<file path="config.mk">
export PLATFORM = sky130hd
export DESIGN_NAME = tmr_tbl_sched
export DESIGN_NICKNAME = d
export VERILOG_FILES = /design/src/sv/tmr_tbl_pkg.sv /design/src/sv/tmr_tbl_sched.sv
export SDC_FILE = /design/constraint.sdc
export NUM_CORES = 1
export LEC_CHECK = 0
export BUFFER_PORTS_ARGS = -buffer_cell sky130_fd_sc_hd__buf_2
export CAP_MARGIN = 5
export CORE_MARGIN = 10
export CORE_UTILIZATION = 35
export DETAILED_ROUTE_END_ITERATION = 6
export GPL_ROUTABILITY_DRIVEN = 0
export SYNTH_ARGS = -nofsm -noshare
export SYNTH_HDL_FRONTEND = slang
export SYNTH_SLANG_ARGS = --single-unit
</file>
<file path="constraint.sdc">
create_clock -name clk -period 7.4 [get_ports clk]
set_clock_uncertainty 0.1 [all_clocks]
set_input_delay 0.37 -clock clk [delete_from_list [all_inputs] [get_ports clk]]
set_output_delay 0.37 -clock clk [all_outputs]
set_load 0.005 [all_outputs]
</file>
<file path="src/sv/tmr_tbl_pkg.sv">
`default_nettype none
// ----------------------------------------------------------------------------
// tmr_tbl_pkg
// Shared widths, codes and structs for the timer table with scheduler tick.
// ----------------------------------------------------------------------------
package tmr_tbl_pkg;

    localparam int NOW_W        = 48;
    localparam int MS_W         = 24;
    localparam int TPM_W        = 20;
    localparam int TAG_W        = 16;
    localparam int PERIOD_W     = MS_W + TPM_W;
    localparam int DL_W         = NOW_W + 1;
    localparam int TT_NUM_SLOTS = 16;

    localparam logic [TPM_W-1:0] TPM_RESET = TPM_W'(1000);

    typedef enum logic [1:0] {
        CMD_TICK         = 2'd0,
        CMD_ADD_ONCE     = 2'd1,
        CMD_ADD_PERIODIC = 2'd2,
        CMD_INSTALL      = 2'd3
    } cmd_t;

    typedef enum logic [2:0] {
        KIND_FIRED     = 3'd0,
        KIND_SCHED     = 3'd1,
        KIND_ASSIGNED  = 3'd2,
        KIND_FULL      = 3'd3,
        KIND_INSTALLED = 3'd4
    } kind_t;

    // fields of the transaction in flight, shared by every cell
    typedef struct packed {
        cmd_t                cmd;
        logic [NOW_W-1:0]    now;
        logic [PERIOD_W-1:0] period;
        logic [TAG_W-1:0]    tag;
    } bcast_t;

    // result offered by a cell or by the scheduler stage
    typedef struct packed {
        logic             valid;
        kind_t            kind;
        logic [TAG_W-1:0] tag;
    } cand_t;

endpackage : tmr_tbl_pkg
`default_nettype wire

</file>
<file path="src/sv/tmr_tbl_sched.sv">
`default_nettype none
// ----------------------------------------------------------------------------
// tmr_tbl_sched
// Scheduler deadline stage at the end of the row, plus table-full report.
// ----------------------------------------------------------------------------
module tmr_tbl_sched
    import tmr_tbl_pkg::*;
(
    input  wire logic   clk,
    input  wire logic   rst_n,
    input  wire logic   tok_in,
    input  wire logic   claim_in,
    input  wire bcast_t bcast,
    output logic        flush,
    output cand_t       cand
);

    logic                installed_reg, installed_next;
    logic [DL_W-1:0]     deadline_reg, deadline_next;
    logic [PERIOD_W-1:0] period_reg, period_next;
    logic                flush_reg;

    logic            is_add;
    logic            fire;
    logic            install;
    logic            full;
    logic [DL_W-1:0] now_ext;

    // decisions for this transaction
    always_comb
    begin
        is_add  = (bcast.cmd == CMD_ADD_ONCE) || (bcast.cmd == CMD_ADD_PERIODIC);
        now_ext = {1'b0, bcast.now};
        fire    = tok_in && installed_reg && (bcast.cmd == CMD_TICK)
                  && (deadline_reg <= now_ext);
        install = tok_in && (bcast.cmd == CMD_INSTALL);
        full    = tok_in && is_add && !claim_in;
    end

    // next scheduler state, install and fire never meet in one transaction
    always_comb
    begin
        installed_next = installed_reg;
        deadline_next  = deadline_reg;
        period_next    = period_reg;
        if (install)
        begin
            installed_next = 1'b1;
            period_next    = bcast.period;
            deadline_next  = now_ext + DL_W'(bcast.period);
        end
        else if (fire)
        begin
            deadline_next = now_ext + DL_W'(period_reg);
        end
    end

    // result offered this cycle
    always_comb
    begin
        cand.valid = fire || install || full;
        cand.tag   = full ? bcast.tag : '0;
        priority if (install)
        begin
            cand.kind = KIND_INSTALLED;
        end
        else if (full)
        begin
            cand.kind = KIND_FULL;
        end
        else
        begin
            cand.kind = KIND_SCHED;
        end
    end

    always_ff @(posedge clk or negedge rst_n)
    begin
        if (!rst_n)
        begin
            installed_reg <= 1'b0;
            deadline_reg  <= '0;
            period_reg    <= '0;
            flush_reg     <= 1'b0;
        end
        else
        begin
            installed_reg <= installed_next;
            deadline_reg  <= deadline_next;
            period_reg    <= period_next;
            flush_reg     <= tok_in;
        end
    end

    assign flush = flush_reg;

endmodule : tmr_tbl_sched
`default_nettype wire

</file>
==> results.json <==
{
  "ioPinCount": 135,
  "postPlaceCellArea_um2": 8900,
  "rr_startpoint": "deadline_reg[2]",
  "nFillCells": 2263,
  "syn_inst": 856,
  "p_leak_nw": 4.57,
  "drive_gt1_share_pct": 29.0,
  "clock_sinks": 95,
  "critical_path_class": "input pin to flip-flop",
  "path_cells": "buf_2, ha_1, nand2_4, buf_4, mux2_2, ha_1, a211oi_1, o21bai_2, o211ai_2, a21o_1, a2111o_1, nand3_2, a41oi_1, mux2i_1, o311ai_1",
  "die-area_um2": 29300,
  "r2r-end": "deadline_reg[16]",
  "drv_cap": 0,
  "finalSetupViolCount": 0,
  "row_count": 55,
  "ys_ff_latch": 95,
  "vdd_drop_max_uv": 108,
  "postLayoutCellArea_um2": 9240,
  "hold_ws_ns": 0.117,
  "hold_end": "flush",
  "placed_cells": 1248,
  "grt_pass1_vias": 6704,
  "path_buf_inv": 2,
  "switchingPower_uw": 931,
  "stdcell_count": 1265,
  "die_w_um": 171,
  "grt_max_degree": 63,
  "clkTransAtPathRegs_ns": 0.07,
  "drtIter0Drc": 337,
  "cp-end-kind": "flip-flop",
  "rr_worst_depth": 9,
  "rsz0062_at_grt": "no",
  "min_path_type": "input pin to flip-flop",
  "avgSynthCellArea_um2": 9.35,
  "clkPwrFrac_pct": 21.1,
  "die_y_um": 171,
  "postCtsSetupRepairBufs": 0,
  "yosys.area.top_type": "dfrtp_1",
  "async_reset_ff_share_pct": 100,
  "ys_types": 77,
  "core_um2": 22600,
  "startpoint_type": "input pin",
  "clock.fmax_mhz": 244,
  "tritoncts": "done",
  "power_mw": 2.48,
  "wl_per_cell_um": 16.1,
  "finalHoldViolations": 0,
  "initial_core_util_pct": 35.5,
  "crit_top_cell": "ha_1",
  "clockBufferDepth": 2,
  "outcome": "finished, final reports clean",
  "slew_viol_final": 0,
  "p_comb_share_pct": 47.1,
  "cp_slowest_cell": "nand2_4",
  "largest_register_ffs": 49,
  "synth_edf_count": 0,
  "drtAntennaViolNets": 0,
  "synth_area_um2": 8010,
  "cellPowerDensity_nw_per_um2": 269,
  "seq_power_share_pct": 31.8,
  "synth_top_cells_by_count": "ha_1, dfrtp_1, mux2_2",
  "seq_area_frac_synth_pct": 29.7,
  "synthToLayoutAreaGrowth_pct": 15.4,
  "p_int_mw": 1.55,
  "timing.setup.tns_ns": 0,
  "ys_warn_count": 0,
  "first_pass_iters": 4,
  "worstPathMaxFanout": 62,
  "tightest_slew_ns": 1.15,
  "drc": 0,
  "nets": 1187,
  "critPathMaxStageDelay_ns": 0.56,
  "crit_required_ns": 7.52,
  "period_share_pct": 55.4,
  "min-delay-start": "tok_in",
  "p_sw_share_pct": 37.5,
  "htreeDepth": 3,
  "dp_hpwl_um": 16200,
  "yosysMostFrequentCell": "ha_1",
  "overflow": 0,
  "syn-num-nets": 1068,
  "synth_top_area_share_pct": 29.7,
  "wl_um": 20400,
  "synth_area_leaders": "dfrtp_1, ha_1, mux2_2",
  "cts_root_buf": "clkbuf_16",
  "clock_latency_ns": 0.36,
  "antenna_cells": 0,
  "relSlewSlack_pct": 23.2,
  "fin_crit_ns": 4.10,
  "vias_per_cell": 5.10,
  "crit_arrival_ns": 4.22,
  "synth_ff_type": "dfrtp_1",
  "antenna_found_initial": 1,
  "cpLargestDelayFamily": "compound AO/OA/AOI/OAI gates",
  "hold_depth": 1,
  "vias": 6453,
  "r2r_setup_slack_ns": 3.92,
  "place.port_buffers": 134,
  "grtUsageTotal_pct": 14.2,
  "numCtsBuffers": 9,
  "grt_pass1_wl_um": 33300
}
-- metal layers --
metal | GRT usage, % | vias to the layer above | wire [µm] | part of all wire (%)
li1 | - | 3307 | - | -
met1 | 18.0 | 2999 | 9770 | 48
met2 | 23.3 | 124 | 9430 | 46
met3 | 2.80 | 21 | 869 | 4.3
met5 | 0 | - | 7 | 0.034
met4 | 5.03 | 2 | 314 | 1.5
-- through the flow --
stage               setup slack, ns  util (%)
detailed placement             2.84      39.4
floorplan                      3.59         -
finish                         3.30      40.9
CTS                            3.22      40.9
global placement               2.95      39.4
global route                   2.87      40.9
-- worst max-delay path by stage --
stage                     depth (start not counted)  startpoint          endpoint
after floorplan                                  15  bcast[108]  deadline_reg[41]
after global placement                           15  bcast[108]  deadline_reg[45]
after detailed placement                         15  bcast[108]  deadline_reg[45]
after CTS                                        15  bcast[108]  deadline_reg[45]
after global routing                             15  bcast[108]  deadline_reg[45]
final                                            15  bcast[108]  deadline_reg[45]
-- cells by family after synthesis --
group / Yosys count / share of synthesized area, %
muxes: 92 / 12.9
adders and majority gates: 98 / 15.4
xor gates and xnor gates: 37 / 4.05
DFF: 95 / 29.7
AOI/OAI and AO/OA: 232 / 19.8
buffers and inverters: 97 / 5.20
and+or+nand+nor: 205 / 12.9
-- what timing repair did --
item,4_1_cts,5_1_grt
hold buffers,1,0
gates resized for setup,0,0
endpoints found under the hold margin,35,0
-- power by group through the flow --
| stage | Sequential, mW | Clock, mW | Combinational (mW) |
|---|---|---|---|
| after floorplan | 0.766 | 0 | 0.921 |
| after global placement | 0.791 | 0 | 1.16 |
| after detailed placement | 0.797 | 0 | 1.17 |
| after CTS | 0.789 | 0.538 | 1.18 |
| after global routing | 0.812 | 0.555 | 1.34 |
| final | 0.789 | 0.524 | 1.17 |
-- cells in the final DEF, fill, tap and decap left out, drive strengths merged, types with 3 or more instances in the layout --
master  Yosys  routed
xnor2      25      25
o21ai      47      47
inv        67      67
o21bai      8       8
xor2       12      12
nor3        9       9
ha         97      97
nand3      14      14
nor2b       5       5
clkbuf     18      13
buf        12     137
o41ai       3       3
nand2      56      56
and2       25      25
mux2       90      90
and3        3       3
o31ai       7       7
a21boi      4       4
o21a        5       5
dfrtp      95      95
a21oi      83      83
nand4      23      23
a31oi       3       3
or2         3       3
a211oi      4       4
nor2       53      53
o211ai      4       4
nand2b      6       6
a21o       44      44
a41oi       3       3
-- area by class of cell --
| cell class | count | area [µm²] | share of cell area [%] |
|---|---|---|---|
| inverters | 67 | 251 | 2.72 |
| flip-flops and latches | 95 | 2380 | 25.7 |
| well taps | 285 | 357 | 3.86 |
| clock buffers | 13 | 260 | 2.82 |
| repair buffers | 138 | 706 | 7.64 |
| multi-input cells | 664 | 5220 | 56.5 |
| clock inverters | 3 | 65.1 | 0.704 |
Note: power is estimated with default switching activity, not from simulation.
