## src/sv/tmr_tbl_pkg.sv

```systemverilog
`default_nettype none
// ----------------------------------------------------------------------------
// tmr_tbl_pkg
// Shared widths, codes and structs for the timer table with scheduler tick.
// ----------------------------------------------------------------------------
package tmr_tbl_pkg;

    localparam int NOW_W        = 48;
    localparam int MS_W         = 24;
    localparam int TPM_W        = 20;
    localparam int TAG_W        = 16;
    localparam int PERIOD_W     = MS_W + TPM_W;
    localparam int DL_W         = NOW_W + 1;
    localparam int TT_NUM_SLOTS = 16;

    localparam logic [TPM_W-1:0] TPM_RESET = TPM_W'(1000);

    typedef enum logic [1:0] {
        CMD_TICK         = 2'd0,
        CMD_ADD_ONCE     = 2'd1,
        CMD_ADD_PERIODIC = 2'd2,
        CMD_INSTALL      = 2'd3
    } cmd_t;

    typedef enum logic [2:0] {
        KIND_FIRED     = 3'd0,
        KIND_SCHED     = 3'd1,
        KIND_ASSIGNED  = 3'd2,
        KIND_FULL      = 3'd3,
        KIND_INSTALLED = 3'd4
    } kind_t;

    // fields of the transaction in flight, shared by every cell
    typedef struct packed {
        cmd_t                cmd;
        logic [NOW_W-1:0]    now;
        logic [PERIOD_W-1:0] period;
        logic [TAG_W-1:0]    tag;
    } bcast_t;

    // result offered by a cell or by the scheduler stage
    typedef struct packed {
        logic             valid;
        kind_t            kind;
        logic [TAG_W-1:0] tag;
    } cand_t;

endpackage : tmr_tbl_pkg
`default_nettype wire

```

## src/sv/tmr_tbl_cell.sv

```systemverilog
`default_nettype none
// ----------------------------------------------------------------------------
// tmr_tbl_cell
// One timer slot. A token walks the row; the cell acts in its token cycle.
// ----------------------------------------------------------------------------
module tmr_tbl_cell
    import tmr_tbl_pkg::*;
(
    input  wire logic   clk,
    input  wire logic   rst_n,
    input  wire logic   tok_in,
    input  wire logic   claim_in,
    input  wire bcast_t bcast,
    output logic        tok_out,
    output logic        claim_out,
    output cand_t       cand
);

    logic                valid_reg, valid_next;
    logic                periodic_reg, periodic_next;
    logic [DL_W-1:0]     deadline_reg, deadline_next;
    logic [PERIOD_W-1:0] period_reg, period_next;
    logic [TAG_W-1:0]    tag_reg, tag_next;
    logic                tok_reg;
    logic                claim_reg;

    logic            is_add;
    logic            fire;
    logic            take;
    logic [DL_W-1:0] now_ext;
    logic [DL_W-1:0] reload;

    // fire and claim decisions
    always_comb
    begin
        is_add  = (bcast.cmd == CMD_ADD_ONCE) || (bcast.cmd == CMD_ADD_PERIODIC);
        now_ext = {1'b0, bcast.now};
        fire    = tok_in && valid_reg && (bcast.cmd == CMD_TICK) && (deadline_reg <= now_ext);
        take    = tok_in && is_add && !claim_in && !valid_reg;
    end

    // own reload sum, never wraps
    always_comb
    begin
        reload = now_ext + DL_W'(bcast.period);
    end

    // next slot contents, add and fire never meet in one transaction
    always_comb
    begin
        valid_next    = valid_reg;
        periodic_next = periodic_reg;
        deadline_next = deadline_reg;
        period_next   = period_reg;
        tag_next      = tag_reg;
        if (take)
        begin
            valid_next    = 1'b1;
            periodic_next = (bcast.cmd == CMD_ADD_PERIODIC);
            deadline_next = reload;
            period_next   = bcast.period;
            tag_next      = bcast.tag;
        end
        else if (fire)
        begin
            if (periodic_reg)
            begin
                deadline_next = now_ext + DL_W'(period_reg);
            end
            else
            begin
                valid_next = 1'b0;
            end
        end
    end

    // result offered this cycle
    always_comb
    begin
        cand.valid = fire || take;
        cand.kind  = take ? KIND_ASSIGNED : KIND_FIRED;
        cand.tag   = take ? bcast.tag : tag_reg;
    end

    // control state
    always_ff @(posedge clk or negedge rst_n)
    begin
        if (!rst_n)
        begin
            valid_reg    <= 1'b0;
            periodic_reg <= 1'b0;
            tok_reg      <= 1'b0;
            claim_reg    <= 1'b0;
        end
        else
        begin
            valid_reg    <= valid_next;
            periodic_reg <= periodic_next;
            tok_reg      <= tok_in;
            claim_reg    <= claim_in || take;
        end
    end

    // slot payload
    always_ff @(posedge clk)
    begin
        deadline_reg <= deadline_next;
        period_reg   <= period_next;
        tag_reg      <= tag_next;
    end

    assign tok_out   = tok_reg;
    assign claim_out = claim_reg;

endmodule : tmr_tbl_cell
`default_nettype wire

```

## config.mk

```make
export PLATFORM = sky130hd
export DESIGN_NAME = tmr_tbl_cell
export DESIGN_NICKNAME = d
export VERILOG_FILES = /design/src/sv/tmr_tbl_pkg.sv /design/src/sv/tmr_tbl_cell.sv
export SDC_FILE = /design/constraint.sdc
export NUM_CORES = 1
export LEC_CHECK = 0
export ABC_AREA = 1
export BUFFER_PORTS_ARGS = -buffer_cell sky130_fd_sc_hd__buf_2
export CELL_PAD_IN_SITES_DETAIL_PLACEMENT = 1
export CELL_PAD_IN_SITES_GLOBAL_PLACEMENT = 1
export CORE_MARGIN = 1.5
export CORE_UTILIZATION = 46
export CTS_BUF_LIST = sky130_fd_sc_hd__clkbuf_4 sky130_fd_sc_hd__clkbuf_8 sky130_fd_sc_hd__clkbuf_16
export DETAILED_ROUTE_END_ITERATION = 10
export HOLD_SLACK_MARGIN = 0.05
export PLACE_DENSITY = 0.86
export SKIP_CTS_REPAIR_TIMING = 1
export SYNTH_ARGS = -nofsm -noshare
export SYNTH_HDL_FRONTEND = slang
export SYNTH_SLANG_ARGS = --single-unit
export TNS_END_PERCENT = 100
```

## constraint.sdc

```tcl
create_clock -name clk -period 9.55 [get_ports clk]
set_clock_uncertainty 0.1 [all_clocks]
set_input_delay 0.955 -clock clk [delete_from_list [all_inputs] [get_ports clk]]
set_output_delay 0.955 -clock clk [all_outputs]
set_load 0.02 [all_outputs]
```

==> results.txt, run 1 <==
I/O Pins - 136
met1 Use GR - 39.5%
drt first pass iters - 5
post-detailed-route wirelength per cell - 18.7 um
Ys Warns - 0
min-delay worst type - in2async
share of async-settable or async-resettable flops after synthesis - 3.54%
max-slew violation count - 0
number of max-cap violations - 0
smallest hold slack - 0.214 ns
measured slew at the worst slew-check pin - 0.867 ns
Final Instance Area - 10500 um2
number of design rule violations left after detail routing - 0
Buffers & Inverters on Critical Path - 4
residual antenna-violating net count after detailed routing - 0
Area after DPL - 9920 um2
slowest library cell on the worst path - buf_4
most frequent cells in the layout - nand2_1 (396), inv_1 (157), buf_2 (133)
worst IR drop on VDD - 0.122 mV
EDFF count, synth - 93
routing layer with the top usage in global route - met2
Total Routed Length - 30200 um
flip-flop and latch area - 3210 um2
final critical delay including setup and external delays - 4.53 ns
Die Y - 143 um
Mapped Area - 8970 um2
Core Region - 18900 um2
clk slew on worst S/H paths - 0.06 ns
critical path type - in2reg
count of final hold-check violations - 0
most common cell after layout, fill and taps aside - nand2_1
global routing usage on met3 - 4.16%
critical path endpoint category - flop
Inserted Clock Buffers - 17
CP max stage delay - 0.73 ns
clk sinks - 113
cell family with most CP delay - buffers and inverters
relative area change from synthesis to final layout - 16.9%
CTS tree - done
Final period util - 47.4%
leak pwr - 5.08 nW
remaining global-route overflow - 0
share of cells above drive strength 1 - 16.6%
initial cell density of the core - 47.5%
sum of negative setup slack - 0 ns
initial antenna violation count - 0
Rel. slew slack - 42.2%
PD cells - 181 nW/um2
critical-path cell list - buf_2, inv_1, ha_1, nand4_1, clkinv_2, buf_4, nand2_1, nand2_1, ha_1, a21o_1, a21oi_1, o21ai_0, a21oi_1, nand3_1, xor2_1
RSZ-0062 raised after global routing - false
H-tree lvl count - 4
number of instances in the synthesized netlist - 1207
die area - 20300 um2
Top FF cell, synth - edfxtp_1
Root Driver - clkbuf_16
buffers from clock root to sink, at most - 2
mean instance size in the synthesized netlist - 7.43 um2
number of nets in the layout - 1559
number of antenna cells inserted - 0
Multi-input gate area - 5060 um2
flop and latch count out of synthesis - 113
All-Layer GR Usage - 30.3%
register area share after synthesis - 35.8%
Overall Power - 1.90 mW
highest attainable clock frequency - 221 MHz
gpl congestion - 0.964
First DRT Iteration DRCs - 618
filler cell count in the final layout - 2500
number of global-route vias before repair - 8990
data arrival time of the worst path - 4.61 ns
library cells used by synthesis - 48
result of the run - finished clean
PortBufs - 133
mean number of vias per cell - 5.39
data required time at the worst endpoint - 9.63 ns
worst-path maximum fanout - 74
met2 layer usage reported by global route - 51.9%
Row Count - 50
final setup violating endpoints - 0
startpoint type of the worst setup path - input port
wire length of the first global-routing pass - 46600 um
flip-flop count of the largest register, all copies and words added - 49
Detail Placement HPWL - 23700 um
pin count of the biggest net entering global routing - 75
worst skew pair latency - 0.44 ns
register-to-register setup slack - 5.48 ns
Die Wd - 143 um
via count - 8734
## logic make-up after synthesis
logic type / synth area share, %
AND/OR/NAND/NOR: 28.6
buffers and inverters: 7.87
AO/OA/AOI/OAI: 10.4
flip-flops: 35.8
adder cells (fa/ha/maj): 13.8
XOR/XNOR: 3.51
other: 0.0418
## power breakdown
group          switching [mW]  internal (mW)  leakage, nW
registers              0.0183          0.617         1.02
clock network           0.278          0.355        0.285
logic                   0.431          0.202         3.77
## final timing paths
kind,start,to,depth (start not counted)
worst min-delay path,rst_n,periodic_reg,1
worst max-delay path,bcast[108],deadline_reg[39],15
worst max register to register,valid_reg,deadline_reg[39],13
min in group clk,tag_reg[9],tag_reg[9],2
max in group asynchronous,rst_n,valid_reg,1
worst min register to register,tag_reg[9],tag_reg[9],2
## per-stage QoR
step / std cells / utilization (%) / worst slack, ns
floorplan: 1208 / - / 4.89
global placement: 1588 / 52.5 / 4.60
detailed placement: 1588 / 52.5 / 4.61
CTS: 1620 / 55.5 / 5.04
global route: 1620 / 55.5 / 4.72
finish: 1620 / 55.5 / 5.03
## final cells by class
| class | count | area share, % |
|---|---|---|
| multi-input combinational | 910 | 48.2 |
| inverter | 169 | 6.06 |
| timing repair buffer | 136 | 6.56 |
| clock buffer | 18 | 4.29 |
| clock inverter | 14 | 1.12 |
| sequential | 113 | 30.6 |
| tap | 260 | 3.10 |
## Yosys cell counts (2+ instances only)
cell      number  share of area, %
nand2_1      397                17
inv_1        157               6.6
nor2_1       123               5.1
ha_1          97                14
edfxtp_1      93                31
a21oi_1       70               3.9
o21ai_0       37               2.1
nand3_1       36               2.0
xor2_1        26               2.5
dfxtp_1       16               3.6
clkbuf_1      12              0.50
nand4_1       12              0.84
nand2_2       11              0.77
a21o_1        10              0.84
a31oi_1       10              0.70
inv_2         10              0.42
xnor2_1       10              0.98
nor2_2         8              0.56
o21bai_1       7              0.59
a21oi_2        6              0.59
nor3_1         6              0.33
nor3_2         5              0.56
dfrtp_1        4               1.1
nor4_2         4              0.56
o21ai_1        4              0.22
and2_1         3              0.21
buf_4          3              0.25
o21a_1         3              0.25
o21ai_2        3              0.29
clkinv_1       2             0.084
nand2_4        2              0.25
nand3_2        2              0.22
nor4_1         2              0.14
o22ai_1        2              0.14
## routing by layer
layer  vias up  wire [um]
li1       4199          -
met1      4216      13400
met2       266      14500
met3        53       1670
met4         0        639
met5         -          0
(Power assumes the default switching activity.)
==> inputs of run 2 (changes only) <==
- CORE_UTILIZATION: 46 -> 38
- PLACE_DENSITY: 0.86 -> 0.76
- clock period: 9.55 -> 3.6 ns (I/O delays scaled with it)
==> results.txt, run 2 (synthesis gave the netlist of run 1 again) <==
final critical delay including setup and external delays - 3.34 ns
Root Driver - clkbuf_16 (unchanged)
PortBufs - 133 (unchanged)
via count - 8703 (was 8734)
initial cell density of the core - 38.4% (was 47.5%)
Final period util - 92.9%
count of final hold-check violations - 0 (unchanged)
clk slew on worst S/H paths - 0.07 ns (was 0.06 ns)
min-delay worst type - in2reg (was in2async)
number of antenna cells inserted - 0 (unchanged)
buffers from clock root to sink, at most - 2 (unchanged)
gpl congestion - 0.938 (was 0.964)
cell-internal power - 3.16 mW (was 1.17 mW)
startpoint type of the worst setup path - flop (was input port)
post-detailed-route wirelength per cell - 17.2 um (was 18.7 um)
Die Y - 157 um (was 143 um)
worst slack after detailed placement - 0.0108 ns (was 4.61 ns)
measured slew at the worst slew-check pin - 0.584 ns (was 0.867 ns)
part of the total power dissipated in the clock network - 32.3% (was 33.3%)
PD cells - 450 nW/um2 (was 181 nW/um2)
number of max-cap violations - 0 (unchanged)
Row Count - 56 (was 50)
initial antenna violation count - 0 (unchanged)
most common cell after layout, fill and taps aside - nand2_1 (unchanged)
H-tree lvl count - 4 (unchanged)
most frequent cells in the layout - nand2_1 (396), inv_1 (157), buf_2 (133) (unchanged)
final setup violating endpoints - 0 (unchanged)
RSZ-0062 raised after global routing - false (unchanged)
Detail Placement HPWL - 24200 um (was 23700 um)
data required time at the worst endpoint - 3.68 ns (was 9.63 ns)
switching component of the power - 1.93 mW (was 0.727 mW)
Logic pwr share - 34.7% (was 33.3%)
flip-flop count of the largest register, all copies and words added - 49 (unchanged)
pin count of the biggest net entering global routing - 50 (was 75)
number of global-route vias before repair - 8776 (was 8990)
register share of total power - 33.0% (was 33.4%)
drt first pass iters - 5 (unchanged)
critical path endpoint category - flop (unchanged)
wire length of the first global-routing pass - 46300 um (was 46600 um)
die area - 24500 um2 (was 20300 um2)
highest attainable clock frequency - 299 MHz
CTS tree - done (unchanged)
critical path type - reg2reg (was in2reg)
I/O Pins - 136 (unchanged)
residual antenna-violating net count after detailed routing - 0 (unchanged)
final critical-path setup slack - 0.256 ns (was 5.03 ns)
Total Routed Length - 30200 um (about the same)
clk sinks - 113 (unchanged)
Rel. slew slack - 60.7% (was 42.2%)
Inserted Clock Buffers - 17 (unchanged)
Die Wd - 157 um (was 143 um)
share of cells above drive strength 1 - 17.9% (was 16.6%)
relative area change from synthesis to final layout - 26.1% (was 16.9%)
mean number of vias per cell - 4.95 (was 5.39)
leak pwr - 5.45 nW (was 5.08 nW)
switching share of total power - 37.9% (was 38.3%)
First DRT Iteration DRCs - 439 (was 618)
All-Layer GR Usage - 24.9% (was 30.3%)
sum of negative setup slack - 0 ns (unchanged)
worst skew pair latency - 0.43 ns (was 0.44 ns)
remaining global-route overflow - 0 (unchanged)
max-slew violation count - 0 (unchanged)
number of nets in the layout - 1639 (was 1559)
number of design rule violations left after detail routing - 0 (unchanged)
worst-path maximum fanout - 8 (was 74)
worst IR drop on VDD - 0.189 mV (was 0.122 mV)
Core Region - 23300 um2 (was 18900 um2)
data arrival time of the worst path - 3.42 ns (was 4.61 ns)
result of the run - finished clean (unchanged)
-- run 2: routing by layer --
layer	wire [um]	GRT usage [%]	vias up
li1	-	-	4358
met1	14100	33.3	4133
met2	14100	41.6	181
met3	1490	3.93	31
met4	497	6.80	0
met5	0	0	-
-- run 2: layout make-up --
| type | count | area [um2] |
|---|---|---|
| Fill cell | 2978 | 12000 |
| Tap cell | 319 | 399 |
| Clock inverter | 15 | 119 |
| Clock buffer | 17 | 425 |
| Multi-Input combinational cell | 910 | 5060 |
| Timing Repair Buffer | 216 | 1460 |
| Sequential cell | 113 | 3210 |
| Inverter | 169 | 637 |
-- run 2: per-stage QoR --
step	std cells	hold slack, ns	power, mW	utilization, %	instance area, um2
final	1759	0.0388	5.09	48.5	11300
after global routing	1759	0.0531	5.37	48.5	11300
after CTS	1711	-0.386	5.08	46.4	10800
after detailed placement	1679	0.0775	3.42	44.1	10300
after global placement	1679	0.0696	3.37	44.1	10300
after floorplan	1208	-0.0356	2.79	-	8980
-- run 2: path summary, 6_finish.rpt --
path                                 start          endpoint  slack [ns]  cells after the start
min in group asynchronous            rst_n         claim_out        0.18                      2
worst min register to register  tag_reg[6]        tag_reg[6]        0.35                      2
worst max register to register   valid_reg  deadline_reg[42]        0.26                     16
worst min-delay path              bcast[4]        tag_reg[4]        0.04                      3
max in group asynchronous            rst_n      periodic_reg        3.10                      2
worst max-delay path             valid_reg  deadline_reg[42]        0.26                     16
-- run 2: worst max-delay path: stages, from the launching register on --
cell and delay [ns]:
dfrtp_1 0.36, inv_1 0.10, nand4_1 0.14, buf_4 0.19, o21ai_0 0.33, inv_1 0.11, fa_1 0.46, inv_1 0.10
nand3_1 0.08, nand2_2 0.17, nand3_2 0.09, nand2_2 0.12, nand2_1 0.06, nand2_1 0.24, nand3_1 0.11, nand3_1 0.22
xor2_1 0.10
-- run 2: power groups by stage --
stage                     combinational (mW)  sequential, mW  clock (mW)
after global routing                    1.96            1.69        1.72
after global placement                  1.66            1.70           0
after CTS                               1.73            1.68        1.67
after detailed placement                1.71            1.71           0
after floorplan                         1.09            1.70           0
final                                   1.77            1.68        1.64
